--- src/design/tta_pkg.sv ---
package tta_pkg;

    localparam int VERTEX_COUNT = 4096;
    localparam int IDX_W = 12;
    localparam int ADDR_W = 12;
    localparam int SUM_W = 40;
    localparam int CRD_W = 32;
    // deltas 33 bits, products 66 bits, numerator/determinant 67 bits
    localparam int DLT_W = 33;
    localparam int PRD_W = 66;
    localparam int NUM_W = 67;
    // dividend is |num| << 16
    localparam int DVD_W = 82;
    localparam int QUO_W = 41;
    localparam logic [SUM_W-1:0] SUM_MAX = {1'b0, {(SUM_W-1){1'b1}}};
    localparam logic [SUM_W-1:0] SUM_MIN = {1'b1, {(SUM_W-1){1'b0}}};
    localparam logic [QUO_W-1:0] Q_CLAMP = {1'b1, {(QUO_W-1){1'b0}}};
    localparam int QFIFO_DEPTH = 2;

    // one triangle handed from the front end to the back end
    typedef struct packed {
        logic [IDX_W-1:0]        idx0;
        logic [IDX_W-1:0]        idx1;
        logic [IDX_W-1:0]        idx2;
        logic signed [DLT_W-1:0] e0x;
        logic signed [DLT_W-1:0] e0y;
        logic signed [DLT_W-1:0] e0z;
        logic signed [DLT_W-1:0] e1x;
        logic signed [DLT_W-1:0] e1y;
        logic signed [DLT_W-1:0] e1z;
        logic signed [DLT_W-1:0] du0;
        logic signed [DLT_W-1:0] du1;
        logic signed [DLT_W-1:0] dv0;
        logic signed [DLT_W-1:0] dv1;
    } tri_t;

    function automatic logic [SUM_W-1:0] sat_add(logic [SUM_W-1:0] s,
                                                 logic signed [QUO_W:0] q);
        logic signed [SUM_W+1:0] t;
        begin
            t = $signed({{2{s[SUM_W-1]}}, s}) + q;
            if (t > $signed({2'b00, SUM_MAX}))
                sat_add = SUM_MAX;
            else if (t < $signed({2'b11, SUM_MIN}))
                sat_add = SUM_MIN;
            else
                sat_add = t[SUM_W-1:0];
        end
    endfunction

endpackage

--- src/design/tta_queue.sv ---
module tta_queue (
    input  logic          clk,
    input  logic          rst_n,
    input  logic          wr_valid,
    output logic          wr_ready,
    input  tta_pkg::tri_t wr_data,
    output logic          rd_valid,
    input  logic          rd_ready,
    output tta_pkg::tri_t rd_data
);
    import tta_pkg::*;

    tri_t       mem_reg [QFIFO_DEPTH];
    logic       wp_reg, rp_reg;
    logic [1:0] cnt_reg;

    assign wr_ready = cnt_reg != 2'(QFIFO_DEPTH);
    assign rd_valid = cnt_reg != 2'd0;
    assign rd_data  = mem_reg[rp_reg];

    always_ff @(posedge clk or negedge rst_n)
    begin
        if (!rst_n)
        begin
            wp_reg  <= 1'b0;
            rp_reg  <= 1'b0;
            cnt_reg <= 2'd0;
        end
        else
        begin
            if (wr_valid && wr_ready)
                wp_reg <= ~wp_reg;
            if (rd_valid && rd_ready)
                rp_reg <= ~rp_reg;
            cnt_reg <= cnt_reg + 2'(wr_valid && wr_ready) - 2'(rd_valid && rd_ready);
        end
    end

    always_ff @(posedge clk)
    begin
        if (wr_valid && wr_ready)
            mem_reg[wp_reg] <= wr_data;
    end

endmodule

--- config.mk ---
export PLATFORM = sky130hd
export DESIGN_NAME = tta_queue
export DESIGN_NICKNAME = d
export VERILOG_FILES = /design/src/design/tta_pkg.sv /design/src/design/tta_queue.sv
export SDC_FILE = /design/constraint.sdc
export NUM_CORES = 1
export LEC_CHECK = 0
export BUFFER_PORTS_ARGS = -buffer_cell sky130_fd_sc_hd__buf_2
export CORE_AREA = 3 3 285 287
export CTS_BUF_LIST = sky130_fd_sc_hd__clkbuf_2 sky130_fd_sc_hd__clkbuf_4 sky130_fd_sc_hd__clkbuf_8
export DETAILED_ROUTE_END_ITERATION = 10
export DIE_AREA = 0 0 288 290
export PLACE_DENSITY = 0.64
export SYNTH_ARGS = -nofsm -noshare
export SYNTH_HDL_FRONTEND = slang
export SYNTH_SLANG_ARGS = --single-unit
--- constraint.sdc ---
create_clock -name clk -period 28.6 [get_ports clk]
set_clock_uncertainty 0.15 [all_clocks]
set_input_delay 4.29 -clock clk [delete_from_list [all_inputs] [get_ports clk]]
set_output_delay 4.29 -clock clk [all_outputs]
set_load 0.03 [all_outputs]
# == Yosys cells after proc, flatten, opt, wreduce, memory -nomap -nowiden ==
# Memory sizes are Yosys's and may differ from the RTL's.
# Index checks and enable logic that the tools add are counted.
# classes
reduce_logical,3
n_addsub,2
mux,2
eq_ne,1
n_bitwise,2
# ops
op,count
adder 2 x 1 -> 2 bit,1
logical AND 1 bit,2
two-way mux 1 bit,2
"inequality test 2 bit, second input constant",1
inverter 1 bit,2
nonzero test 2 bit,1
subtractor 2 x 1 -> 2 bit,1
# word_totals
memories,1
word_cells,14
input_bits,370
ff_bits,4
ramBits,732
# memory_table
name,depth,width,rd,rd_ports_with_merged_regs,write_ports,line,text
mem_reg,2,366,1,0,1,tta_queue.sv:13,tri_t mem_reg [QFIFO_DEPTH];

# == Longest topological paths before layout ==
# logic_depth
word_depth,4
ltp_mapped,7
mapped_depth_nobuf,7

# == Least setup slack after synthesis ==
# Ideal clock, no wire load.
# synth_timing
path_type,input -> register
start,in wr_valid
end,mem mem_reg[0][0] (netlist name) (enable)
arrival_time_ps,19538
n_path_buf,0
slack_ps,7809
setup_ps,1103
required_time_ps,27347
cell_stages,2
path_cell_list,nand2_1 nor2_1
# synth_between
elab_chain_len,3
# synth_lines
element,line,text
start: declaration,tta_queue.sv:4,"input logic wr_valid,"
logical AND 1 bit,tta_queue.sv:41,if (wr_valid && wr_ready)
two-way mux 1 bit,tta_queue.sv:41,
two-way mux 1 bit (implied by the code),tta_queue.sv:42,mem_reg[wp_reg] <= wr_data;
end: declaration,tta_queue.sv:13,
# Every way passes these cells.

==> out/metrics.yaml <==
portBuffers: 737
grt-ovfl-total: 0
yosysUniqueCellTypes: 17
drtIter0Drc: 672
final-setup-viol-count: 0
io_pins: 738
drt-pass1-iter-count: 4
syn_nets: 1528
hpwl_mm: 46.6
final_nets: 2358
postPlaceCellArea_sq_mm: 0.0327
cp_cell_sequence: "buf_4 -> buf_4 -> mux2_2 -> buf_2"
maxCapViolCount: 0
die_h_um: 290
synth_area_per_cell_sq_um: 24.2
path_max_fanout: 60
track_usage: 0.151
stdcell_count: 3153
ant_nets: 0
fmax_mhz: 115
cts_root_buf: "clkbuf_8"
fp-row-count: 103
drcViolationCount: 0
post_cts_buffers: 0
netlist_area_sq_mm: 0.0280
crit_type: "reg -> out"
layout-drive-gt1-share: 0.626
clk_path_buf_depth: 3
vias: 14100
rsz0062_at_grt: "false"
cts.repair.resized: 0
hold_path.class: "reg -> reg"
cts_tree: "done"
vdd_ir_drop_max_uv: 111
holdWs_ns: 0.396
htreeDepth: 3
path_clk_slew_ns: 0.06
slew_violations: 0
grt_pass1_vias: 15300
r2r-end: "mem_reg[1][317]"
cpMostUsedCell: "buf_4"
max_stage_delay_ns: 1.03
synth-seq-area-share: 0.788
place_congestion: 0.856
routedWlPerCell_um: 20.8
placedCellCount: 2917
cp.required_ns: 24.16
cellLeakagePower_nw: 13.9
p_total_mw: 3.97
synthCells: 1156
fin_tns_setup_ns: 0
slowest_stage: "dfrtp_4"
synth-seq-cells: 736
hp-start: "cnt_reg[0]"
clock_sinks: 736
fin_crit_sh: 0.305
drt-total-wl_mm: 65.7
cp_num_buf_inv: 3
finalHoldViolations: 0
avgViaCountPerCell: 4.47
crit_family: "buffers and inverters"
grt_max_degree: 171
hold_path_end: "cnt_reg[0]"
reg2regPathDepth: 4
start_util: 0.355
power_density_mw_per_mm2: 113
cts_buffers: 117
antenna_found_initial: 30
syn_to_final_growth_pct: 25.1
status: "completed"
coreArea_sq_mm: 0.0789
die_area_sq_mm: 0.0835
die_w_um: 288
largest_reg_flops: 732
layout_common_cells: "buf_2 (737), edfxtp_1 (732), mux2_4 (330)"
end_kind: "output port"
slew_headroom: 0.242
yosysWarningCount: 0
reg2reg_from: "cnt_reg[1]"
grt_pass1_wl_mm: 95.1
arrival_ns: 4.28
clk-insertion-delay-late_ns: 0.69
worst_slew_pin_slew_ns: 1.14
finalCriticalPeriod_ns: 8.72
start_kind: "flip-flop"
min_path_cells: 1
ctsHoldBuffers: 0
layout_commonest_cell: "buf_2"
reg2reg_slack_ns: 25.09
postLayoutCellArea_sq_mm: 0.0351
per-stage QoR:
step	utilization	setup WS [ns]
floorplan	-	7.81
global placement	0.414	20.58
detailed placement	0.414	20.50
CTS	0.444	19.69
global route	0.444	19.59
finish	0.445	19.88
power by group:
group          total, mW  switching (mW)  leakage [nW]  internal [mW]
clock network      0.874           0.402          1.22          0.472
logic               1.53           0.959          5.87          0.574
registers           1.56          0.0811          6.84           1.48
total               3.97            1.44          13.9           2.53
synthesized netlist by cell type:
library cell	n	area share
xor2_1	1	0.00031
or2_2	1	0.00022
inv_1	1	0.00013
buf_2	3	0.00054
nand2_1	1	0.00013
edfxtp_1	732	0.78
and3_1	1	0.00022
ha_1	2	0.00089
xnor2_1	3	0.00094
buf_6	25	0.010
dfrtp_1	4	0.0036
nand2b_1	1	0.00022
mux2_2	36	0.014
mux2_4	330	0.18
nor2_1	1	0.00013
buf_8	13	0.0070
and2_1	1	0.00022
routing by layer:
layer	vias to the layer above	share of wire	global-route usage
met5	-	0.0013	0
met4	12	0.039	0.0766
met1	6989	0.34	0.158
li1	6345	-	-
met3	161	0.075	0.0437
met2	572	0.55	0.275
area by class of cell:
type                    count  area (sq um)
inverters                   1          3.75
fillers                  6921         43800
diodes                     22          55.1
clock inverters            59           427
well taps                1050          1310
clock buffers             155          1900
multi-input cells         378          5470
repair buffers            752          3810
flip-flops and latches    736         22100
worst max-delay path by stage:
stage / cells after the start / slack (ns) / from / endpoint
floorplan: 2 / 7.81 / wr_valid / mem_reg[0][0]
global placement: 4 / 20.58 / rp_reg / rd_data[243]
detailed placement: 4 / 20.50 / rp_reg / rd_data[243]
CTS: 4 / 19.69 / rp_reg / rd_data[243]
global route: 4 / 19.59 / rp_reg / rd_data[244]
finish: 4 / 19.88 / rp_reg / rd_data[8]
kinds of logic (layout without fill, tap and decap cells):
logic type / after synthesis / count (layout) / share of synthesized area
fa+ha+maj: 2 / 2 / 0.000893
mux: 366 / 366 / 0.191
other cells: 0 / 22 / 0
flops: 736 / 736 / 0.788
xor+xnor: 4 / 4 / 0.00125
simple gates: 6 / 6 / 0.00116
buf+inv: 42 / 967 / 0.0177
No activity file was read; power rests on OpenSTA's default activity.
