--- src/design/tta_pkg.sv ---
package tta_pkg;

    localparam int VERTEX_COUNT = 4096;
    localparam int IDX_W = 12;
    localparam int ADDR_W = 12;
    localparam int SUM_W = 40;
    localparam int CRD_W = 32;
    // deltas 33 bits, products 66 bits, numerator/determinant 67 bits
    localparam int DLT_W = 33;
    localparam int PRD_W = 66;
    localparam int NUM_W = 67;
    // dividend is |num| << 16
    localparam int DVD_W = 82;
    localparam int QUO_W = 41;
    localparam logic [SUM_W-1:0] SUM_MAX = {1'b0, {(SUM_W-1){1'b1}}};
    localparam logic [SUM_W-1:0] SUM_MIN = {1'b1, {(SUM_W-1){1'b0}}};
    localparam logic [QUO_W-1:0] Q_CLAMP = {1'b1, {(QUO_W-1){1'b0}}};
    localparam int QFIFO_DEPTH = 2;

    // one triangle handed from the front end to the back end
    typedef struct packed {
        logic [IDX_W-1:0]        idx0;
        logic [IDX_W-1:0]        idx1;
        logic [IDX_W-1:0]        idx2;
        logic signed [DLT_W-1:0] e0x;
        logic signed [DLT_W-1:0] e0y;
        logic signed [DLT_W-1:0] e0z;
        logic signed [DLT_W-1:0] e1x;
        logic signed [DLT_W-1:0] e1y;
        logic signed [DLT_W-1:0] e1z;
        logic signed [DLT_W-1:0] du0;
        logic signed [DLT_W-1:0] du1;
        logic signed [DLT_W-1:0] dv0;
        logic signed [DLT_W-1:0] dv1;
    } tri_t;

    function automatic logic [SUM_W-1:0] sat_add(logic [SUM_W-1:0] s,
                                                 logic signed [QUO_W:0] q);
        logic signed [SUM_W+1:0] t;
        begin
            t = $signed({{2{s[SUM_W-1]}}, s}) + q;
            if (t > $signed({2'b00, SUM_MAX}))
                sat_add = SUM_MAX;
            else if (t < $signed({2'b11, SUM_MIN}))
                sat_add = SUM_MIN;
            else
                sat_add = t[SUM_W-1:0];
        end
    endfunction

endpackage

--- src/design/tta_front.sv ---
module tta_front (
    input  logic                           clk,
    input  logic                           rst_n,
    input  logic                           in_valid,
    output logic                           in_ready,
    input  logic [tta_pkg::IDX_W-1:0]      vertex_index,
    input  logic signed [tta_pkg::CRD_W-1:0] pos_x,
    input  logic signed [tta_pkg::CRD_W-1:0] pos_y,
    input  logic signed [tta_pkg::CRD_W-1:0] pos_z,
    input  logic signed [tta_pkg::CRD_W-1:0] tex_u,
    input  logic signed [tta_pkg::CRD_W-1:0] tex_v,
    output logic                           q_valid,
    input  logic                           q_ready,
    output tta_pkg::tri_t                  q_data
);
    import tta_pkg::*;

    logic [1:0]              cnt_reg, cnt_next;
    logic [IDX_W-1:0]        idx_reg [2];
    logic signed [CRD_W-1:0] px_reg [2], py_reg [2], pz_reg [2], u_reg [2], v_reg [2];
    logic                    acc;

    // third corner needs queue space; first two are always taken
    assign in_ready = (cnt_reg != 2'd2) || q_ready;
    assign acc = in_valid && in_ready;
    assign q_valid = in_valid && (cnt_reg == 2'd2);

    always_comb
    begin
        cnt_next = cnt_reg;
        if (acc)
            cnt_next = (cnt_reg == 2'd2) ? 2'd0 : cnt_reg + 2'd1;
    end

    always_ff @(posedge clk or negedge rst_n)
    begin
        if (!rst_n)
            cnt_reg <= 2'd0;
        else
            cnt_reg <= cnt_next;
    end

    always_ff @(posedge clk)
    begin
        if (acc && cnt_reg != 2'd2)
        begin
            idx_reg[cnt_reg[0]] <= vertex_index;
            px_reg[cnt_reg[0]]  <= pos_x;
            py_reg[cnt_reg[0]]  <= pos_y;
            pz_reg[cnt_reg[0]]  <= pos_z;
            u_reg[cnt_reg[0]]   <= tex_u;
            v_reg[cnt_reg[0]]   <= tex_v;
        end
    end

    // edge and UV deltas of the triangle
    always_comb
    begin
        q_data.idx0 = idx_reg[0];
        q_data.idx1 = idx_reg[1];
        q_data.idx2 = vertex_index;
        q_data.e0x = DLT_W'(px_reg[1]) - DLT_W'(px_reg[0]);
        q_data.e0y = DLT_W'(py_reg[1]) - DLT_W'(py_reg[0]);
        q_data.e0z = DLT_W'(pz_reg[1]) - DLT_W'(pz_reg[0]);
        q_data.e1x = DLT_W'(pos_x) - DLT_W'(px_reg[0]);
        q_data.e1y = DLT_W'(pos_y) - DLT_W'(py_reg[0]);
        q_data.e1z = DLT_W'(pos_z) - DLT_W'(pz_reg[0]);
        q_data.du0 = DLT_W'(u_reg[1]) - DLT_W'(u_reg[0]);
        q_data.du1 = DLT_W'(tex_u) - DLT_W'(u_reg[0]);
        q_data.dv0 = DLT_W'(v_reg[1]) - DLT_W'(v_reg[0]);
        q_data.dv1 = DLT_W'(tex_v) - DLT_W'(v_reg[0]);
    end

endmodule

--- config.mk ---
export PLATFORM = sky130hd
export DESIGN_NAME = tta_front
export DESIGN_NICKNAME = d
export VERILOG_FILES = /design/src/design/tta_pkg.sv /design/src/design/tta_front.sv
export SDC_FILE = /design/constraint.sdc
export NUM_CORES = 1
export LEC_CHECK = 0
export BUFFER_PORTS_ARGS = -buffer_cell sky130_fd_sc_hd__buf_2
export CAP_MARGIN = 0
export CORE_UTILIZATION = 35
export DETAILED_ROUTE_END_ITERATION = 16
export PLACE_DENSITY_LB_ADDON = 0.1
export SLEW_MARGIN = 15
export SYNTH_ARGS = -nofsm -noshare
export SYNTH_HDL_FRONTEND = slang
export SYNTH_SLANG_ARGS = --single-unit
--- constraint.sdc ---
create_clock -name clk -period 19.6 [get_ports clk]
set_input_delay 1.96 -clock clk [delete_from_list [all_inputs] [get_ports clk]]
set_output_delay 1.96 -clock clk [all_outputs]
set_load 0.03 [all_outputs]
# Word-level counts from Yosys, hierarchy flattened
# Memory sizes are Yosys's and may differ from the RTL's.
# Cells that the tools add are included.
[word_totals]
ff_bits = 2
mem_bits_rw = 344
output_inout_bits = 368
word_cells = 27
memories = 6
[op_classes]
n_addsub = 11
n_eq_ne = 2
muxes = 3
n_reduce_logical = 4
[mem_list]
columns = ["name", "words", "width", "rd", "rd_ports_with_merged_regs", "write_ports", "line_no", "text"]
rows = [
  ["px_reg", 2, 32, 2, 0, 1, "tta_front.sv:20", "logic signed [CRD_W-1:0] px_reg [2], py_reg [2], pz_reg [2], u_reg [2], v_reg [2];"],
  ["py_reg", 2, 32, 2, 0, 1, "tta_front.sv:20", ""],
  ["pz_reg", 2, 32, 2, 0, 1, "tta_front.sv:20", ""],
  ["u_reg", 2, 32, 2, 0, 1, "tta_front.sv:20", ""],
  ["v_reg", 2, 32, 2, 0, 1, "tta_front.sv:20", ""],
  ["idx_reg", 2, 12, 2, 0, 1, "tta_front.sv:19", "logic [IDX_W-1:0] idx_reg [2];"],
]
[op_table]
columns = ["cell", "count"]
rows = [
  ["32-bit by 32-bit subtractor with 33-bit output", 10],
  ["1-bit logical AND", 3],
  ["2-bit by 1-bit adder with 2-bit output, second input constant", 1],
  ["2-bit == test, second input constant", 1],
  ["1-bit 2-to-1 mux", 2],
  ["2-bit 2-to-1 mux", 1],
  ["2-bit inequality test, second input constant", 1],
  ["1-bit logical OR", 1],
]

# Logic depth before layout (Yosys ltp)
# Gate-level depths: netlist of run 1.
[logic_depth]
depth_word = 6
mapped_depth = 13
depth_no_buf = 13

# Worst setup path before layout of run 1
# Ideal clock, no wire load.
[synth_path]
kind = "input to register"
startpoint = "input port in_valid"
endpoint = "memory idx_reg[0][0] (enable)"
setup_ps = 917
t_arrival_ps = 13634
slack_ps = 5049
path_stages = 2
path_cell_list = "inv_1 > nor3_1"
[synth_via]
elab_chain_len = 4
[synth_lines]
columns = ["element", "line_no", "text"]
rows = [
  ["from (decl)", "tta_front.sv:4", "input logic in_valid,"],
  ["1-bit logical AND", "tta_front.sv:25", "assign acc = in_valid && in_ready;"],
  ["1-bit logical AND", "tta_front.sv:45", "if (acc && cnt_reg != 2'd2)"],
  ["1-bit 2-to-1 mux", "tta_front.sv:45", ""],
  ["1-bit 2-to-1 mux (implied by the code)", "tta_front.sv:47", "idx_reg[cnt_reg[0]] <= vertex_index;"],
  ["to (decl)", "tta_front.sv:19", ""],
]
# Every way passes these cells.

==> flow_metrics.py, run 1 <==
metrics = {
    "placement": {
        "hpwl_mm": 62.3,
        "post-place-ws_ns": 12.34,
        "io_buffers": 543,
        "placed_cells": 4138,
        "place.gp.congestion": 0.904,
    },
    "logic_synthesis": {
        "synth_ff_type": "edfxtp_1",
        "syn-cell-area_sq_mm": 0.0263,
        "ys.warnings.count": 0,
        "synth_edf_count": 344,
        "synth_cells": 2649,
        "synth.mux.area_fraction_pct": 0.0857,
        "ys_seq_area_share_pct": 39.5,
        "synth_compound_area_share_pct": 20.8,
        "netlist-cell-type-count": 72,
        "synth_nets": 3155,
        "synthArstFlopShare_pct": 0.578,
        "synth-seq-cells": 346,
        "yosys.area_share.xor_xnor_pct": 8.86,
        "synth_top_family_by_area": "compound AO/OA/AOI/OAI gates",
        "yosys.area_share.simple_pct": 10.7,
        "avgSynthCellArea_sq_um": 9.92,
        "yosys.area_share.adder_pct": 16.0,
    },
    "global_routing": {
        "grt_start_max_net_pins": 62,
        "grt_pass1_wl_mm": 119,
        "antenna_found_initial": 18,
        "grt-ovfl-total": 0,
        "gr-usage-met2_pct": 33.7,
        "met3_usage_pct": 3.90,
        "grt_use_total_pct": 19.5,
        "grt-busiest-layer": "met2",
        "grt_pass1_vias": 21600,
        "grt_util_met1_pct": 23.8,
    },
    "critical_path": {
        "endpoint_kind": "primary output",
        "arrival_ns": 5.32,
        "rr_startpoint": "cnt_reg[0]",
        "critPathKind": "input pin to primary output",
        "reg2reg_slack_ns": 16.92,
        "cp_max_fo": 5,
        "r2r_cells": 3,
        "reg2reg_to": "pz_reg[1][16]",
        "worstPathRequired_ns": 17.64,
        "start_kind": "input pin",
    },
    "timing": {
        "relSlewSlack_pct": 33.6,
        "hold_viol": 0,
        "fin_ws_ns": 12.32,
        "fin_skew_ns": 0.0181,
        "min_period_ns": 7.28,
        "rsz0062_at_grt": "false",
        "max_freq_mhz": 137,
        "setup_viol": 0,
        "maxSlewViolCount": 0,
        "fin_crit_sh_pct": 37.1,
        "worst_slew_pin_slew_ns": 0.981,
        "fin_setup_tns_ns": 0,
    },
    "floorplan": {
        "fp.dieW_um": 276,
        "core_area_sq_mm": 0.0743,
        "dieArea_sq_mm": 0.0762,
        "start_util_pct": 35.4,
        "io_pins": 544,
        "die_h_um": 276,
        "rows": 100,
    },
    "clock_network": {
        "h-tree-depth": 2,
        "tritoncts": "built",
        "cts.sinks": 346,
        "insertion_delay_ns": 0.56,
        "clock_tree.root_cell": "clkbuf_16",
        "clkTransAtPathRegs_ns": 0.05,
        "post_cts_buffers": 0,
        "clk_path_buf_depth": 3,
        "cts_resized": 0,
        "cts_buffers": 43,
        "cts_hold_buf": 0,
    },
    "layout": {
        "drive_above_1_share_pct": 19.6,
        "syn_to_final_growth_pct": 19.9,
        "multiInputGateArea_sq_mm": 0.0148,
        "fin_nets": 3720,
        "seq_area_sq_mm": 0.0104,
        "fillers": 7391,
        "fin_cells": 4227,
    },
    "drt": {
        "avgRoutedWirePerCell_um": 18.3,
        "final_antenna_net_count": 0,
        "via_per_inst": 5.17,
        "drc": 0,
        "drt_iter0_drc": 1147,
        "drt_pass1_iterations": 6,
        "wirelength_mm": 77.3,
        "num_vias": 21800,
    },
    "power_and_ir_drop": {
        "leakagePower_nw": 14.3,
        "power_w": 0.00463,
        "power.density_mw_per_mm2": 147,
        "irDropWorstVdd_mv": 0.159,
    },
    "run": {
        "cap_violations": 0,
    },
    "hold_path": {
        "hp-start": "cnt_reg[0]",
        "min-delay-path-class": "register to register",
        "whs_endpoint": "cnt_reg[0]",
        "min_path_cells": 1,
    },
    "run_status": {
        "status": "complete, no violations",
    },
}
==> stage by stage <==
step	area, sq um	hold slack (ns)	utilization (%)
after floorplan	26300	0.510	-
after global placement	30100	0.548	40.5
after detailed placement	30100	0.579	40.5
after CTS	31500	0.591	42.4
after global routing	31500	0.606	42.4
final	31500	0.592	42.4
==> cells by family after synthesis <==
family | after synthesis
AOI/OAI and AO/OA | 842
xor gates and xnor gates | 266
adders and majority gates | 330
buffers and inverters | 272
DFF | 346
muxes | 2
and+or+nand+nor | 591
==> area by class of cell <==
| class | count | area share [%] |
|---|---|---|
| antenna | 11 | 0.0873 |
| clock buffer | 52 | 3.52 |
| clock inverter | 26 | 0.853 |
| inverter | 242 | 2.88 |
| multi-input combinational | 2031 | 47.1 |
| sequential | 346 | 32.9 |
| tap | 969 | 3.85 |
| timing repair buffer | 550 | 8.79 |
==> Yosys cell counts, types with 44 or more instances <==
master    number  share of area (%)
a21o_1       139                4.0
nand2b_1      44                1.0
xor2_1        78                2.6
nor2_1       186                2.7
nand2_1      145                2.1
xnor2_1      188                6.3
edfxtp_1     344                 39
o21ai_0      148                2.8
ha_1         320                 15
nand3_1       53                1.0
o21a_1        70                2.0
inv_1        242                3.5
nor2b_1       45                1.1
a21oi_1      245                4.7
==> where the power goes <==
part / switching (W) / internal, W / total [W]
Sequential: 0.0000358 / 0.000981 / 0.00102
Clock: 0.000321 / 0.000470 / 0.000791
Combinational: 0.00194 / 0.000884 / 0.00282
Total: 0.00229 / 0.00233 / 0.00463
==> cell usage in the layout (no fill, tap or decap), types with 7 or more instances in the layout <==
cell	netlist	layout
buf_2	0	543
edfxtp_1	344	344
ha_1	320	320
a21oi_1	245	245
inv_1	242	242
xnor2_1	188	188
nor2_1	186	186
o21ai_0	148	148
nand2_1	145	145
a21o_1	139	139
xor2_1	78	78
o21a_1	70	70
nand3_1	53	53
nor2b_1	45	45
nand2b_1	44	44
clkbuf_16	0	43
o21bai_1	33	33
a31oi_1	30	30
and3_1	26	26
a211oi_1	25	25
nor3_1	25	24
o211ai_1	24	24
nand4_1	22	22
o31ai_1	17	17
o31a_1	16	16
diode_2	0	11
a31o_2	10	10
fa_1	10	10
clkinv_1	0	10
and2_1	10	9
and4_1	9	9
clkbuf_1	18	9
or3_1	8	8
a211o_1	8	8
a21boi_0	7	7
buf_4	12	7
==> critical path, stage by stage <==
cell,delay [ns]
buf_2,0.10
inv_1,0.04
ha_1,0.22
fa_1,0.42
nor2b_1,0.17
o31a_1,0.24
o211ai_1,0.17
a21oi_1,0.27
o221ai_1,0.33
o31ai_1,0.46
o21ai_0,0.26
o21bai_1,0.18
a21oi_1,0.10
xnor2_1,0.15
buf_2,0.24
==> layer usage <==
metal | vias to the layer above | part of all wire, %
li1 | 10900 | -
met1 | 10300 | 43
met2 | 484 | 48
met3 | 134 | 5.0
met4 | 10 | 3.3
met5 | - | 0.079
==> worst max-delay path by stage <==
stage	startpoint	end	slack, ns	depth (start not counted)
after floorplan	in_valid	idx_reg[0][0]	5.05	2
after global placement	pos_y[0]	q_data[191]	12.38	15
after detailed placement	tex_u[0]	q_data[98]	12.34	14
after CTS	pos_y[0]	q_data[191]	12.30	15
after global routing	tex_u[0]	q_data[98]	11.91	14
final	pos_y[0]	q_data[191]	12.32	15
Power figures use the tool's default switching activity.
==> inputs of run 2 (changes only) <==
==> constraint.sdc (replaced) <==
create_clock -name clk -period 6.3 [get_ports clk]
set_input_delay 0.63 -clock clk [delete_from_list [all_inputs] [get_ports clk]]
set_output_delay 0.63 -clock clk [all_outputs]
set_load 0.03 [all_outputs]
==> flow_metrics.py, run 2 (synthesized netlist as in run 1, its figures left out) <==
metrics = {
    "drt": {
        "drt_pass1_iterations": 5,
        "final_antenna_net_count": 0,
        "num_vias": 21800,
        "via_per_inst": 5.15,
        "wirelength_mm": 77.5,
        "avgRoutedWirePerCell_um": 18.3,
        "drt_iter0_drc": 987,
        "drc": 0,
    },
    "layout": {
        "drive_above_1_share_pct": 19.7,
        "final_common_cell": "buf_2",
        "layout_common_cells": "buf_2 (543), edfxtp_1 (344), ha_1 (320)",
        "syn_to_final_growth_pct": 20.1,
        "fin_nets": 3724,
        "design_area_sq_mm": 0.0316,
        "fillers": 7446,
    },
    "clock_network": {
        "cts.sinks": 346,
        "clkTransAtPathRegs_ns": 0.06,
        "tritoncts": "built",
        "h-tree-depth": 2,
        "clk_path_buf_depth": 3,
        "insertion_delay_ns": 0.58,
        "clock_tree.root_cell": "clkbuf_16",
        "cts_resized": 0,
        "cts_buffers": 45,
    },
    "global_routing": {
        "antenna_found_initial": 22,
        "grt_use_total_pct": 19.8,
        "grt_pass1_wl_mm": 120,
        "grt_pass1_vias": 21500,
        "grt-ovfl-total": 0,
        "grt_start_max_net_pins": 90,
    },
    "hold_path": {
        "min-delay-path-class": "input pin to register",
    },
    "power_and_ir_drop": {
        "irDropWorstVdd_mv": 0.275,
        "leakagePower_nw": 14.3,
        "power.density_mw_per_mm2": 457,
        "power_w": 0.0144,
    },
    "run": {
        "cap_violations": 0,
    },
    "critical_path": {
        "start_kind": "register",
        "cp_top_family": "compound AO/OA/AOI/OAI gates",
        "critPathKind": "register to primary output",
        "cpPeakStageDelay_ns": 0.42,
        "cp_max_fo": 4,
        "arrival_ns": 4.34,
        "path_buf_inv": 1,
        "worstPathRequired_ns": 5.67,
        "cp_slowest_cell": "o31ai_1",
        "cp_cell_sequence": "ha_1 -> fa_1 -> nand2b_1 -> a21o_1 -> a211oi_1 -> o311a_1 -> a21oi_1 -> o31a_1 -> o21a_1 -> o31ai_1 -> nand2_1 -> a31o_2 -> buf_2",
        "reg2reg_slack_ns": 3.90,
        "endpoint_kind": "primary output",
    },
    "floorplan": {
        "fp.dieW_um": 276,
        "die_h_um": 276,
        "start_util_pct": 35.4,
        "dieArea_sq_mm": 0.0762,
        "rows": 100,
        "core_area_sq_mm": 0.0743,
        "io_pins": 544,
    },
    "timing": {
        "rsz0062_at_grt": "false",
        "max_freq_mhz": 201,
        "fin_ws_ns": 1.33,
        "setup_viol": 0,
        "fin_setup_tns_ns": 0,
        "hold_viol": 0,
        "min_period_ns": 4.97,
        "fin_crit_sh_pct": 78.9,
        "fin_skew_ns": 0.0269,
        "worst_slew_pin_slew_ns": 0.896,
        "maxSlewViolCount": 0,
        "relSlewSlack_pct": 39.3,
    },
    "placement": {
        "place.gp.congestion": 0.930,
        "post-place-ws_ns": 1.64,
        "io_buffers": 543,
        "place_area_sq_mm": 0.0301,
        "hpwl_mm": 62.4,
    },
    "run_status": {
        "status": "complete, no violations",
    },
}
## run 2: cell count changes in the layout (fill, tap and decap cells not counted), moves of 2 or more
cell / delta
clkinv_1: -3
diode_2: -2
clkinv_4: -3
clkbuf_16: +3
## run 2: worst paths after layout
path,endpoint,start,cells after the start
max in group asynchronous,cnt_reg[0],rst_n,2
worst max register to register,pz_reg[0][24],cnt_reg[1],3
worst max-delay path,q_data[263],pz_reg[0][0],13
min in group asynchronous,cnt_reg[1],rst_n,2
worst min register to register,cnt_reg[0],cnt_reg[0],1
worst min-delay path,idx_reg[0][8],vertex_index[8],1
## run 2: metrics by stage
step	hold WS (ns)	utilization, %	std cells
after floorplan	0.334	-	2649
after global placement	0.417	40.6	4139
after detailed placement	0.419	40.6	4139
after CTS	0.200	42.5	4215
after global routing	0.215	42.5	4224
final	0.251	42.5	4224
## run 2: area by class of cell
cell class / count / area [sq um] / share of cell area, %
clock inverter: 21 / 221 / 0.701
timing repair buffer: 552 / 2800 / 8.87
antenna: 9 / 22.5 / 0.0713
inverter: 242 / 908 / 2.88
sequential: 346 / 10400 / 32.9
multi-input combinational: 2031 / 14900 / 47.0
clock buffer: 54 / 1180 / 3.74
tap: 969 / 1210 / 3.84
## run 2: what timing repair did
| action | in CTS | in global routing |
|---|---|---|
| hold buffers | 1 | 0 |
| hold endpoints to repair | 2 | 0 |
| setup buffers | 0 | 0 |
| endpoints found under the setup margin | 0 | 0 |
## run 2: report_power, final
| group | leakage [nW] | switching, W | internal [W] |
|---|---|---|---|
| clock | 0.672 | 0.000989 | 0.00149 |
| sequential | 3.21 | 0.000115 | 0.00305 |
| combinational | 10.5 | 0.00603 | 0.00276 |
## run 2: worst reg2reg max path, cell delays in order (launching register included)
cell and delay [ns]:
dfrtp_1 0.44, nor3_4 0.21, buf_4 0.66, buf_4 0.67
## run 2: per-layer routing
metal / vias up / share of wire (%) / track usage (%)
li1: 10900 / - / -
met1: 10200 / 43 / 24.1
met2: 482 / 48 / 33.8
met3: 122 / 5.9 / 4.82
met4: 18 / 3.0 / 7.09
met5: - / 0.13 / 0
